### src/design/rspf_pkg.sv
// ============================================================================
// RSPF parser package
// Shared item types, parse phases, record kinds and fixed packet offsets.
// ============================================================================
package rspf_pkg;

    // One packet byte as it arrives from the link side.
    typedef struct packed {
        logic [7:0]  pkt_byte;
        logic        first;
        logic [15:0] pkt_length;
    } in_item_t;

    // One decoded record.
    typedef struct packed {
        logic [2:0]  kind;
        logic [31:0] addr;
        logic [15:0] word;
        logic [7:0]  byte_a;
        logic [7:0]  byte_b;
        logic [7:0]  byte_c;
        logic [7:0]  byte_d;
        logic [7:0]  byte_e;
    } out_item_t;

    typedef enum logic [2:0] {
        PH_IDLE = 3'd0,
        PH_HEAD = 3'd1,
        PH_TEXT = 3'd2,
        PH_GAP  = 3'd3,
        PH_SEEK = 3'd4,
        PH_NODE = 3'd5,
        PH_LINK = 3'd6,
        PH_ADJ  = 3'd7
    } phase_t;

    localparam logic [2:0] KIND_RRH_HDR  = 3'd0;
    localparam logic [2:0] KIND_RRH_TEXT = 3'd1;
    localparam logic [2:0] KIND_UPD_HDR  = 3'd2;
    localparam logic [2:0] KIND_ROUTER   = 3'd3;
    localparam logic [2:0] KIND_LINK     = 3'd4;
    localparam logic [2:0] KIND_ADJ      = 3'd5;
    localparam logic [2:0] KIND_UNKNOWN  = 3'd6;

    localparam logic [7:0] TYPE_UPDATE = 8'd1;
    localparam logic [7:0] TYPE_RRH    = 8'd3;

    localparam logic [15:0] IDX_VERSION = 16'd0;
    localparam logic [15:0] IDX_TYPE    = 16'd1;
    localparam logic [15:0] IDX_UPD_HDR = 16'd9;
    localparam logic [15:0] IDX_RRH_HDR = 16'd10;

    localparam logic [8:0] SYNC_OFFSET    = 9'd6;
    localparam logic [8:0] NODE_START_MIN = 9'd10;

    // Remaining length must exceed these at the first byte of a record.
    localparam logic [15:0] MIN_REM_NODE  = 16'd7;
    localparam logic [15:0] MIN_REM_SHORT = 16'd4;

    // Position of the final byte within each record.
    localparam logic [2:0] NODE_LAST_POS = 3'd7;
    localparam logic [2:0] LINK_LAST_POS = 3'd3;
    localparam logic [2:0] ADJ_LAST_POS  = 3'd4;

endpackage

### src/design/rspf_in_stage.sv
// ============================================================================
// RSPF input register
// Holds one accepted byte until the parse core takes it.
// ============================================================================
module rspf_in_stage
    import rspf_pkg::*;
(
    input  logic     clk,
    input  logic     rst_n,
    input  logic     item_valid,
    output logic     item_stall,
    input  in_item_t item,
    input  logic     step,
    output logic     held_valid,
    output in_item_t held_item
);

    logic     valid_reg;
    logic     valid_next;
    in_item_t item_reg;
    logic     accept;

    // The register frees up in the same cycle as the core consumes it.
    assign item_stall = valid_reg && !step;
    assign accept     = item_valid && !item_stall;

    always_comb
    begin
        if (accept)
        begin
            valid_next = 1'b1;
        end
        else if (step)
        begin
            valid_next = 1'b0;
        end
        else
        begin
            valid_next = valid_reg;
        end
    end

    always_ff @(posedge clk or negedge rst_n)
    begin
        if (!rst_n)
        begin
            valid_reg <= 1'b0;
        end
        else
        begin
            valid_reg <= valid_next;
        end
    end

    always_ff @(posedge clk)
    begin
        if (accept)
        begin
            item_reg <= item;
        end
    end

    assign held_valid = valid_reg;
    assign held_item  = item_reg;

endmodule

### src/design/rspf_parse_core.sv
// ============================================================================
// RSPF parse core
// Parse state registers and the per-byte decode that advances them.
// ============================================================================
module rspf_parse_core
    import rspf_pkg::*;
(
    input  logic      clk,
    input  logic      rst_n,
    input  logic      step,
    input  in_item_t  item,
    output logic      res_valid,
    output out_item_t res
);

    logic [15:0] idx_reg,    idx_next;
    logic [15:0] rem_reg,    rem_next;
    logic [7:0]  ver_reg,    ver_next;
    logic [7:0]  typ_reg,    typ_next;
    phase_t      phase_reg,  phase_next;
    logic [2:0]  pos_reg,    pos_next;
    logic [63:0] asm_reg,    asm_next;
    logic [7:0]  nodes_reg,  nodes_next;
    logic [7:0]  links_reg,  links_next;
    logic [7:0]  adjs_reg,   adjs_next;
    logic [8:0]  start_reg,  start_next;

    phase_t      phase_work;
    logic        active;
    logic        start_rec;
    logic [63:0] asm_base;
    logic [7:0]  b;
    logic [8:0]  sync_start;

    always_comb
    begin
        idx_next   = idx_reg;
        rem_next   = rem_reg;
        ver_next   = ver_reg;
        typ_next   = typ_reg;
        phase_next = phase_reg;
        pos_next   = pos_reg;
        asm_next   = asm_reg;
        nodes_next = nodes_reg;
        links_next = links_reg;
        adjs_next  = adjs_reg;
        start_next = start_reg;
        phase_work = phase_reg;
        active     = 1'b0;
        start_rec  = 1'b0;
        asm_base   = asm_reg;
        b          = item.pkt_byte;
        sync_start = 9'd0;
        res_valid  = 1'b0;
        res        = '0;

        if (step)
        begin
            if (item.first)
            begin
                idx_next   = 16'd0;
                rem_next   = item.pkt_length;
                phase_work = PH_HEAD;
                asm_base   = 64'd0;
                pos_next   = 3'd0;
                nodes_next = 8'd0;
                links_next = 8'd0;
                adjs_next  = 8'd0;
                active     = 1'b1;
            end
            else if (phase_reg != PH_IDLE)
            begin
                if (idx_reg != 16'hFFFF)
                begin
                    idx_next = idx_reg + 16'd1;
                end
                if (rem_reg != 16'd0)
                begin
                    rem_next = rem_reg - 16'd1;
                end
                active = 1'b1;
            end
        end

        if (active)
        begin
            asm_next   = {asm_base[55:0], b};
            phase_next = phase_work;
            unique case (phase_work)
                PH_HEAD:
                begin
                    if (idx_next == IDX_VERSION)
                    begin
                        ver_next = b;
                    end
                    else if (idx_next == IDX_TYPE)
                    begin
                        typ_next = b;
                        if (b != TYPE_RRH && b != TYPE_UPDATE)
                        begin
                            phase_next = PH_IDLE;
                            res_valid  = 1'b1;
                            res.kind   = KIND_UNKNOWN;
                            res.byte_a = ver_reg;
                            res.byte_b = b;
                        end
                    end
                    else if (typ_reg == TYPE_RRH && idx_next == IDX_RRH_HDR)
                    begin
                        phase_next = PH_TEXT;
                        res_valid  = 1'b1;
                        res.kind   = KIND_RRH_HDR;
                        res.word   = asm_next[23:8];
                        res.byte_a = ver_reg;
                        res.byte_b = b;
                    end
                    else if (typ_reg == TYPE_UPDATE && idx_next == IDX_UPD_HDR)
                    begin
                        sync_start = {1'b0, asm_next[31:24]} + SYNC_OFFSET;
                        if (sync_start < NODE_START_MIN)
                        begin
                            start_next = NODE_START_MIN;
                        end
                        else
                        begin
                            start_next = sync_start;
                        end
                        nodes_next = asm_next[23:16];
                        links_next = 8'd0;
                        adjs_next  = 8'd0;
                        phase_next = PH_GAP;
                        res_valid  = 1'b1;
                        res.kind   = KIND_UPD_HDR;
                        res.word   = asm_next[15:0];
                        res.byte_a = ver_reg;
                        res.byte_b = asm_next[63:56];
                        res.byte_c = asm_next[55:48];
                        res.byte_d = asm_next[31:24];
                        res.byte_e = asm_next[23:16];
                    end
                end
                PH_TEXT:
                begin
                    if (rem_next == 16'd0)
                    begin
                        phase_next = PH_IDLE;
                    end
                    else
                    begin
                        res_valid  = 1'b1;
                        res.kind   = KIND_RRH_TEXT;
                        res.byte_a = b;
                    end
                end
                PH_GAP:
                begin
                    start_rec = (idx_next == {7'd0, start_reg});
                end
                PH_SEEK:
                begin
                    start_rec = 1'b1;
                end
                PH_NODE:
                begin
                    if (pos_reg < NODE_LAST_POS)
                    begin
                        pos_next = pos_reg + 3'd1;
                    end
                    else
                    begin
                        links_next = b;
                        adjs_next  = 8'd0;
                        phase_next = PH_SEEK;
                        res_valid  = 1'b1;
                        res.kind   = KIND_ROUTER;
                        res.addr   = asm_next[63:32];
                        res.word   = asm_next[31:16];
                        res.byte_a = asm_next[15:8];
                        res.byte_b = b;
                    end
                end
                PH_LINK:
                begin
                    if (pos_reg < LINK_LAST_POS)
                    begin
                        pos_next = pos_reg + 3'd1;
                    end
                    else
                    begin
                        adjs_next  = b;
                        phase_next = PH_SEEK;
                        res_valid  = 1'b1;
                        res.kind   = KIND_LINK;
                        res.byte_a = asm_next[31:24];
                        res.byte_b = asm_next[23:16];
                        res.byte_c = asm_next[15:8];
                        res.byte_d = b;
                    end
                end
                PH_ADJ:
                begin
                    if (pos_reg < ADJ_LAST_POS)
                    begin
                        pos_next = pos_reg + 3'd1;
                    end
                    else
                    begin
                        phase_next = PH_SEEK;
                        res_valid  = 1'b1;
                        res.kind   = KIND_ADJ;
                        res.addr   = asm_next[31:0];
                        res.byte_a = {2'b00, asm_next[37:32]};
                    end
                end
                default:
                begin
                    phase_next = PH_IDLE;
                end
            endcase

            // Pick the innermost level with records left and check the
            // remaining length against the size of that record.
            if (start_rec)
            begin
                pos_next = 3'd1;
                if (adjs_reg != 8'd0)
                begin
                    adjs_next  = adjs_reg - 8'd1;
                    phase_next = (rem_next > MIN_REM_SHORT) ? PH_ADJ : PH_IDLE;
                end
                else if (links_reg != 8'd0)
                begin
                    links_next = links_reg - 8'd1;
                    phase_next = (rem_next > MIN_REM_SHORT) ? PH_LINK : PH_IDLE;
                end
                else if (nodes_reg != 8'd0)
                begin
                    nodes_next = nodes_reg - 8'd1;
                    phase_next = (rem_next > MIN_REM_NODE) ? PH_NODE : PH_IDLE;
                end
                else
                begin
                    phase_next = PH_IDLE;
                end
            end
        end
    end

    always_ff @(posedge clk or negedge rst_n)
    begin
        if (!rst_n)
        begin
            idx_reg   <= 16'd0;
            rem_reg   <= 16'd0;
            ver_reg   <= 8'd0;
            typ_reg   <= 8'd0;
            phase_reg <= PH_IDLE;
            pos_reg   <= 3'd0;
            asm_reg   <= 64'd0;
            nodes_reg <= 8'd0;
            links_reg <= 8'd0;
            adjs_reg  <= 8'd0;
            start_reg <= 9'd0;
        end
        else
        begin
            idx_reg   <= idx_next;
            rem_reg   <= rem_next;
            ver_reg   <= ver_next;
            typ_reg   <= typ_next;
            phase_reg <= phase_next;
            pos_reg   <= pos_next;
            asm_reg   <= asm_next;
            nodes_reg <= nodes_next;
            links_reg <= links_next;
            adjs_reg  <= adjs_next;
            start_reg <= start_next;
        end
    end

endmodule

### src/design/rspf_out_stage.sv
// ============================================================================
// RSPF result register
// Holds one decoded record until the downstream side takes it.
// ============================================================================
module rspf_out_stage
    import rspf_pkg::*;
(
    input  logic      clk,
    input  logic      rst_n,
    input  logic      load,
    input  out_item_t res,
    output logic      ready,
    output logic      rec_valid,
    input  logic      rec_stall,
    output out_item_t rec
);

    logic      valid_reg;
    logic      valid_next;
    out_item_t rec_reg;

    assign ready = !valid_reg || !rec_stall;

    always_comb
    begin
        if (load)
        begin
            valid_next = 1'b1;
        end
        else if (!rec_stall)
        begin
            valid_next = 1'b0;
        end
        else
        begin
            valid_next = valid_reg;
        end
    end

    always_ff @(posedge clk or negedge rst_n)
    begin
        if (!rst_n)
        begin
            valid_reg <= 1'b0;
        end
        else
        begin
            valid_reg <= valid_next;
        end
    end

    always_ff @(posedge clk)
    begin
        if (load)
        begin
            rec_reg <= res;
        end
    end

    assign rec_valid = valid_reg;
    assign rec       = rec_reg;

endmodule

### src/design/rspf_packet_field_parser_top.sv
// ============================================================================
// RSPF packet field parser, top level
// Decodes an RSPF packet, one byte per item, into header and routing records.
// ============================================================================
// The block takes one packet byte per cycle while no finished record waits on
// a stalled output: an accepted byte is held in the input register, the parse
// core decodes it against the parse state in a single pass, and any record it
// completes lands in the result register and is presented from there. A byte
// with first set restarts the parse and samples pkt_length; bytes that arrive
// while the parser is idle and first is low are dropped without a record.
// Type 3 packets give a header record at byte ten and then one text record
// per byte up to the packet length; type 1 packets give an update header at
// byte nine and then router, link and adjacency records, each checked
// against the remaining length at its first byte; any other type gives one
// unknown-type record at byte one. The input side is stalled only while a
// finished record waits on a stalled output.
module rspf_packet_field_parser_top
    import rspf_pkg::*;
(
    input  logic      clk,
    input  logic      rst_n,
    input  logic      item_valid,
    output logic      item_stall,
    input  in_item_t  item,
    output logic      rec_valid,
    input  logic      rec_stall,
    output out_item_t rec
);

    logic      held_valid;
    in_item_t  held_item;
    logic      out_ready;
    logic      step;
    logic      res_valid;
    out_item_t res;

    // The core advances on a held byte only when the result register can
    // take whatever record that byte produces.
    assign step = held_valid && out_ready;

    rspf_in_stage u_in_stage
    (
        .clk        (clk),
        .rst_n      (rst_n),
        .item_valid (item_valid),
        .item_stall (item_stall),
        .item       (item),
        .step       (step),
        .held_valid (held_valid),
        .held_item  (held_item)
    );

    rspf_parse_core u_parse_core
    (
        .clk       (clk),
        .rst_n     (rst_n),
        .step      (step),
        .item      (held_item),
        .res_valid (res_valid),
        .res       (res)
    );

    rspf_out_stage u_out_stage
    (
        .clk       (clk),
        .rst_n     (rst_n),
        .load      (res_valid),
        .res       (res),
        .ready     (out_ready),
        .rec_valid (rec_valid),
        .rec_stall (rec_stall),
        .rec       (rec)
    );

endmodule

### config.mk
export PLATFORM = sky130hd
export DESIGN_NAME = rspf_packet_field_parser_top
export DESIGN_NICKNAME = d
export VERILOG_FILES = /design/src/design/rspf_pkg.sv /design/src/design/rspf_in_stage.sv /design/src/design/rspf_parse_core.sv /design/src/design/rspf_out_stage.sv /design/src/design/rspf_packet_field_parser_top.sv
export SDC_FILE = /design/constraint.sdc
export NUM_CORES = 1
export LEC_CHECK = 0
export ABC_AREA = 1
export BUFFER_PORTS_ARGS = -buffer_cell sky130_fd_sc_hd__buf_2
export CAP_MARGIN = 15
export CORE_MARGIN = 3
export CORE_UTILIZATION = 55
export CTS_BUF_LIST = sky130_fd_sc_hd__clkbuf_2 sky130_fd_sc_hd__clkbuf_4 sky130_fd_sc_hd__clkbuf_8
export DETAILED_ROUTE_END_ITERATION = 16
export PLACE_DENSITY = 0.75
export SLEW_MARGIN = 20
export SYNTH_ARGS = -nofsm -noshare
export SYNTH_HDL_FRONTEND = slang
export SYNTH_SLANG_ARGS = --single-unit
### constraint.sdc
create_clock -name clk -period 6.5 [get_ports clk]
set_input_delay 0.325 -clock clk [delete_from_list [all_inputs] [get_ports clk]]
set_output_delay 0.325 -clock clk [all_outputs]
set_load 0.02 [all_outputs]
* Yosys cells after proc, flatten, opt, wreduce, memory -nomap -nowiden
Cells that the tools add are included.
Storage, ports and cells: bits of input ports 29, output and inout bits 93, register bits after elaboration 261
Cells by class: equal/unequal tests 17, bitwise gates (word level) 6, magnitude comparators 6, mux-type cells 120, add/sub/neg operators 7, reductions and logical operators 24
Operators by type and width (count):
- 2-to-1 mux 8 bit | 35
- 2-to-1 mux 56 bit | 4
- 2-to-1 mux 16 bit | 11
- 2-to-1 mux 3 bit | 30
- 2-to-1 mux 66 bit | 1
- 2-to-1 mux 32 bit | 2
- case mux 16 bit (2 select lines) | 2
- case mux 32 bit (2 select lines) | 1
- 2-to-1 mux 24 bit | 2
- case mux 8 bit (3 select lines) | 2
- case mux 8 bit (5 select lines) | 1
- 2-to-1 mux 35 bit | 1
- == test 16 x 4 -> 1 bit (second input constant) | 2
- > comparator 16 x 3 -> 1 bit (second input constant) | 2
- zero test 16 bit | 2
- nonzero test 8 bit | 3
- subtractor 8 x 1 -> 8 bit (second input constant) | 3
- 2-to-1 mux 1 bit | 19
- case mux 3 bit (6 select lines) | 1
- adder 16 x 1 -> 16 bit (second input constant) | 1
- == test 16 x 1 -> 1 bit (second input constant) | 1
- == test 16 x 9 -> 1 bit | 1
- inequality test 16 bit (second input constant) | 1
- case mux 8 bit (2 select lines) | 1
- other kinds (33) | 51

* Depth between registers and ports, before layout
word-level depth 17, gate-level depth with buffers 23, gate-level depth less buffers 23

* Cells and area by module
Synthesis repeated with hierarchy kept, for this count alone.
Second synthesis, totals: cells, all modules 1959, area, all modules 14853.0 um^2
By module, submodules not included:
- rspf_parse_core | sequential area each 3578.4 um^2, area an instance 11263.3 um^2, times used 1, cells each 1830
- rspf_out_stage | sequential area each 2757.6 um^2, area an instance 2773.9 um^2, times used 1, cells each 95
- rspf_in_stage | sequential area each 775.7 um^2, area an instance 808.3 um^2, times used 1, cells each 32
- rspf_packet_field_parser_top | sequential area each 0.0 um^2, area an instance 7.5 um^2, times used 1, cells each 2

* Worst setup path after synthesis
Ideal clock, no wire load.
kind register -> register, start point reg u_parse_core.idx_reg[0], end point reg u_out_stage.rec_reg, in the netlist u_out_stage.rec[0] (enable), stages on the path, launching flop included 18, arrival time 6.041 ns, slack -0.084 ns, cell sequence dfrtp_1 -> ha_1 -> nand3_4 -> nor2_8 -> nand3_4 -> nand3_2 -> nand2_1 -> nor2_2 -> nand2_1 -> nor2_1 -> nand2_1 -> nor2_1 -> nand3_2 -> nand3_1 -> and2_1 -> buf_2 -> nor2_1 -> nor2_1
On the way: cells in the longest elaborated chain, start to end 13
Ends and longest elaborated chain:
- start, declared | RTL line rspf_parse_core.sv:16 | logic [15:0] idx_reg, idx_next;
- start signal, assigned | RTL line rspf_parse_core.sv:267 | idx_reg <= idx_next;
- adder 16 x 1 -> 16 bit or inequality test 16 bit (tied branches) | RTL line rspf_parse_core.sv:75, rspf_parse_core.sv:73
- 2-to-1 mux 16 bit | RTL line rspf_parse_core.sv:73 | if (idx_reg != 16'hFFFF)
- 2-to-1 mux 16 bit | RTL line rspf_parse_core.sv:71 | else if (phase_reg != PH_IDLE)
- 2-to-1 mux 16 bit | RTL line rspf_parse_core.sv:59 | if (item.first)
- 2-to-1 mux 16 bit (*) | RTL line rspf_parse_core.sv:57 | if (step)
- net u_parse_core.idx_next[0] | RTL line rspf_parse_core.sv:16
- == test 16 x 4 -> 1 bit | RTL line rspf_parse_core.sv:117 | else if (typ_reg == TYPE_UPDATE && idx_next == IDX_UPD_HDR)
- logical AND 1 bit | RTL line rspf_parse_core.sv:117
- 2-to-1 mux 1 bit | RTL line rspf_parse_core.sv:117
- 2-to-1 mux 1 bit | RTL line rspf_parse_core.sv:108 | else if (typ_reg == TYPE_RRH && idx_next == IDX_RRH_HDR)
- 2-to-1 mux 1 bit | RTL line rspf_parse_core.sv:96 | else if (idx_next == IDX_TYPE)
- 2-to-1 mux 1 bit (*) | RTL line rspf_parse_core.sv:92 | if (idx_next == IDX_VERSION)
- case mux 1 bit (5 select lines) (*) | RTL line rspf_parse_core.sv:89 | unique case (phase_work)
- 2-to-1 mux 1 bit (*) | RTL line rspf_parse_core.sv:85 | if (active)
- net res_valid | RTL line rspf_packet_field_parser_top.sv:34 | logic res_valid;
- end signal, assigned | RTL line rspf_out_stage.sv:56 | rec_reg <= res;
- end, declared | RTL line rspf_out_stage.sv:20 | out_item_t rec_reg;
Mark *: on every way through the listed nets, which the timed path passes. The rest lies on a longest branch. A chain may end at the register's enable or synchronous reset.

* Final worst setup path
start point reg u_out_stage.valid_reg (netlist: u_out_stage.rec_valid), end point reg u_out_stage.rec_reg, in the netlist u_out_stage.rec[3] (enable)
On the way: cells in the longest elaborated chain, start to end 12
Ends and longest elaborated chain:
- start, declared | RTL line rspf_out_stage.sv:18 | logic valid_reg;
- start signal, assigned | RTL line rspf_out_stage.sv:48 | valid_reg <= valid_next;
- zero test 1 bit (*) | RTL line rspf_out_stage.sv:22 | assign ready = !valid_reg || !rec_stall;
- logical OR 1 bit (*) | RTL line rspf_out_stage.sv:22
- logical AND 1 bit (*) | RTL line rspf_packet_field_parser_top.sv:39 | assign step = held_valid && out_ready;
- 2-to-1 mux 16 bit | RTL line rspf_parse_core.sv:57
- == test 16 x 4 -> 1 bit | RTL line rspf_parse_core.sv:117
- logical AND 1 bit | RTL line rspf_parse_core.sv:117
- 2-to-1 mux 1 bit | RTL line rspf_parse_core.sv:117
- 2-to-1 mux 1 bit | RTL line rspf_parse_core.sv:108
- 2-to-1 mux 1 bit | RTL line rspf_parse_core.sv:96
- 2-to-1 mux 1 bit | RTL line rspf_parse_core.sv:92
- case mux 1 bit (5 select lines) | RTL line rspf_parse_core.sv:89
- 2-to-1 mux 1 bit (*) | RTL line rspf_parse_core.sv:85
- net res_valid | RTL line rspf_packet_field_parser_top.sv:34
Marks and branches as above.

==> results.md <==
- Status: finished clean
- Power Internal: 3934 uW
- Initial core utilization: 56.49%
- Max-Cap Viols: 0
- Leakage power: 0.007901 uW
- IO buf count: 121
- Max Slew Vio Count: 0
- RSZ-0062 raised after global routing: false
- Clock Root Buffer: clkbuf_8
- Register Area: 7112 um2
- First-pass GRT wire length: 68.21 mm
- Synth area leaders: dfrtp_1, edfxtp_1, nand2_1
- Via count: 13,350
- Post-synthesis instance total: 1,843
- Total track usage: 30.26%
- PD cells: 420.8 nW/um2
- Initial DRC Count: 1,374
- Synth Flop Type: dfrtp_1
- YS warnings: 0
- FFs w/ async S/R, synth: 55.56%
- CTS tree: built
- Worst Skew: 27.72 ps
- Hold WS: 101.2 ps
- Largest net degree at the start of global routing: 106
- Combinational cell fraction of total power: 39.4%
- Finish-stage setup viols: 0
- Vias/cell: 5.700
- Unique masters post-synth: 48
- Clock share of power: 24.1%
- Core Region: 25,470 um2
- Yosys top cell by area: dfrtp_1
- Worst slack at placement: 2036 ps
- Max FFs per register: 91
- CP Class: flop to flop
- H-tree lvl count: 2
- Switching Power: 2990 uW
- Fill cells: 2,204
- Type of origin of the critical path: flop
- Minimum clock period: 4599 ps
- Final nets: 2,013
- Worst skew pair latency: 580 ps
- Residual overflow from global routing: 0
- Diodes inserted: 0
- FP Rows: 58
- Syn-to-layout area delta: 14.35%
- Post-Route WL: 42.67 mm
- Ports: 122
- Endpoints failing hold: 0
- CTS Sinks: 261
- Syn Area/Cell: 7.807 um2
- Synth Register Bits: 261
- Required time of the worst setup path: 6700 ps
- Tcrit/Tclk final: 70.76%
- Register share of total power: 36.5%
- Die H: 167.7 um
- Worst-path clk slew: 60 ps
- Chip Width: 167.7 um
- CTS Buffer Depth: 3
- RePlAce Congestion: 0.9985
- Iteration count of the initial detailed-routing pass: 7
- Critical Path AT: 4800 ps
- Synth Cell Area: 14,390 um2
- Synth cell count leaders: nand2_1, inv_1, nor2_1
- Kind of end point of the critical path: flop
- Initial antenna violation count: 0
- Slew at the pin with the worst max-slew slack: 967.6 ps
- Final worst slack: 1901 ps
- Final HPWL DP: 29.47 mm
- DIE AREA: 28,140 um2
- Worst Path Max Fanout: 91
- Top cell type's share of synthesized area: 25.22%
- CTS Buf Count: 45
- Wire length per cell: 18.22 um
- Slew HR: 35.49%
- Fin Setup TNS: 0 ps
- Vias in the first global route: 12,530
- Worst vdd ir: 0.0002326 V
- Type of the worst min-delay path: input port to flop
- DRC: 0
- Post-route ant nets: 0
- Fraction of layout instances using a drive strength above 1: 13.22%
- Post-synth EDFFs: 116
- Achievable frequency: 0.2174 GHz
- Most common cell in the netlist: nand2_1
- Sequential fraction of the synthesis area: 49.43%
- Area of the multi-input gates: 6077 um2
- Post-cts resize count: 0
- Switching Share: 43.18%
- Syn_nets: 1,881
## worst max-delay path, cell delays in order (launching register included)
cell and delay [ps]:
dfrtp_1 390, nand2_1 170, nand2_4 130, inv_4 240, nand2_4 370, inv_2 480, nand3_1 120, nand2_1 90
nand3_2 100, nor2_2 180, nand2_1 70, nor2_1 140, nand3_2 340, nand3_1 280, and2_1 350, nor2_1 150
nor2_4 120, buf_12 380
## metrics by stage
stage	power, uW	instances	instance area [um2]	util, %
6_report	6923	2342	16450	64.59
5_1_grt	7357	2342	16450	64.59
4_1_cts	6880	2342	16450	64.58
3_5_place_dp	5189	2231	15170	59.56
3_3_place_gp	5131	2231	15170	59.56
2_1_floorplan	4399	1843	14390	-
## cell families (layout without fill, tap and decap cells)
group | after synthesis | after routing | share of synthesized area [%]
and+or+nand+nor | 950 | 950 | 28.17
AOI/OAI and AO/OA | 281 | 281 | 10.90
DFF | 261 | 261 | 49.43
buffers and inverters | 305 | 474 | 8.461
adders and majority gates | 9 | 9 | 0.7826
xor gates and xnor gates | 37 | 37 | 2.252
## cell usage in the layout (no fill, tap or decap), types with 3 or more instances in the layout
cell type / Yosys / routed
a21oi_1: 54 / 54
a22oi_1: 19 / 19
a31oi_1: 19 / 19
buf_2: 9 / 120
buf_4: 5 / 8
bufinv_16: 0 / 4
clkbuf_4: 0 / 19
clkbuf_8: 0 / 50
clkinv_1: 4 / 9
clkinv_2: 0 / 3
dfrtp_1: 145 / 145
dlygate4sd3_1: 0 / 27
edfxtp_1: 116 / 116
ha_1: 9 / 9
inv_1: 217 / 217
inv_2: 10 / 10
nand2_1: 547 / 547
nand2_2: 9 / 9
nand2_4: 4 / 4
nand3_1: 111 / 111
nand3_2: 8 / 8
nand4_1: 32 / 32
nor2_1: 195 / 192
nor2_2: 10 / 11
nor2_4: 4 / 6
nor3_1: 11 / 11
nor4_1: 4 / 4
o211ai_1: 13 / 13
o21ai_0: 136 / 136
o21ai_1: 9 / 9
o22ai_1: 21 / 21
or2_2: 3 / 3
xnor2_1: 12 / 12
xor2_1: 25 / 25
## power by group through the flow
stage                     combinational, uW  clock [uW]  sequential, uW
after floorplan                        1750           0            2650
after global placement                 2600           0            2530
after detailed placement               2650           0            2540
after CTS                              2680        1690            2520
after global routing                   3020        1770            2570
final                                  2730        1670            2530
## final timing paths
path | startpoint | depth (start not counted) | slack, ps | to
setup reg to reg | u_out_stage.rec_valid$_DFFE_PN0P_ | 17 | 1900 | u_out_stage.rec[3]$_SDFFCE_PP0P_
setup / recovery | u_out_stage.rec_valid$_DFFE_PN0P_ | 17 | 1900 | u_out_stage.rec[3]$_SDFFCE_PP0P_
hold / removal | rec_stall | 3 | 100 | u_in_stage.held_valid$_DFFE_PN0P_
min in group asynchronous | rst_n | 2 | 380 | u_parse_core.rem_reg[14]$_DFF_PN0_
max in group asynchronous | rst_n | 3 | 4710 | u_parse_core.asm_reg[49]$_DFFE_PN0P_
hold reg to reg | u_parse_core.asm_reg[31]$_DFFE_PN0P_ | 2 | 480 | u_parse_core.asm_reg[31]$_DFFE_PN0P_
## metal layers
layer / wire (um) / share of wire (%) / global-route usage, % / vias to the layer above
li1: - / - / - / 6281
met3: 4610 / 11 / 5.548 / 122
met4: 1713 / 4.0 / 11.56 / 0
met2: 18760 / 44 / 46.08 / 757
met5: 0 / 0 / 0 / -
met1: 17580 / 41 / 43.40 / 6189
## repair_timing
action                    4_1_cts  5_1_grt
buffers inserted                0        0
hold endpoints to repair      106        0
hold buffers                   27        0
## layout make-up
type / count / share of cell area, %
well taps: 330 / 2.510
multi-input cells: 1277 / 36.94
clock buffers: 69 / 5.049
flip-flops and latches: 261 / 43.22
clock inverters: 15 / 1.087
inverters: 233 / 5.346
repair buffers: 157 / 5.848
(Power assumes the default switching activity.)
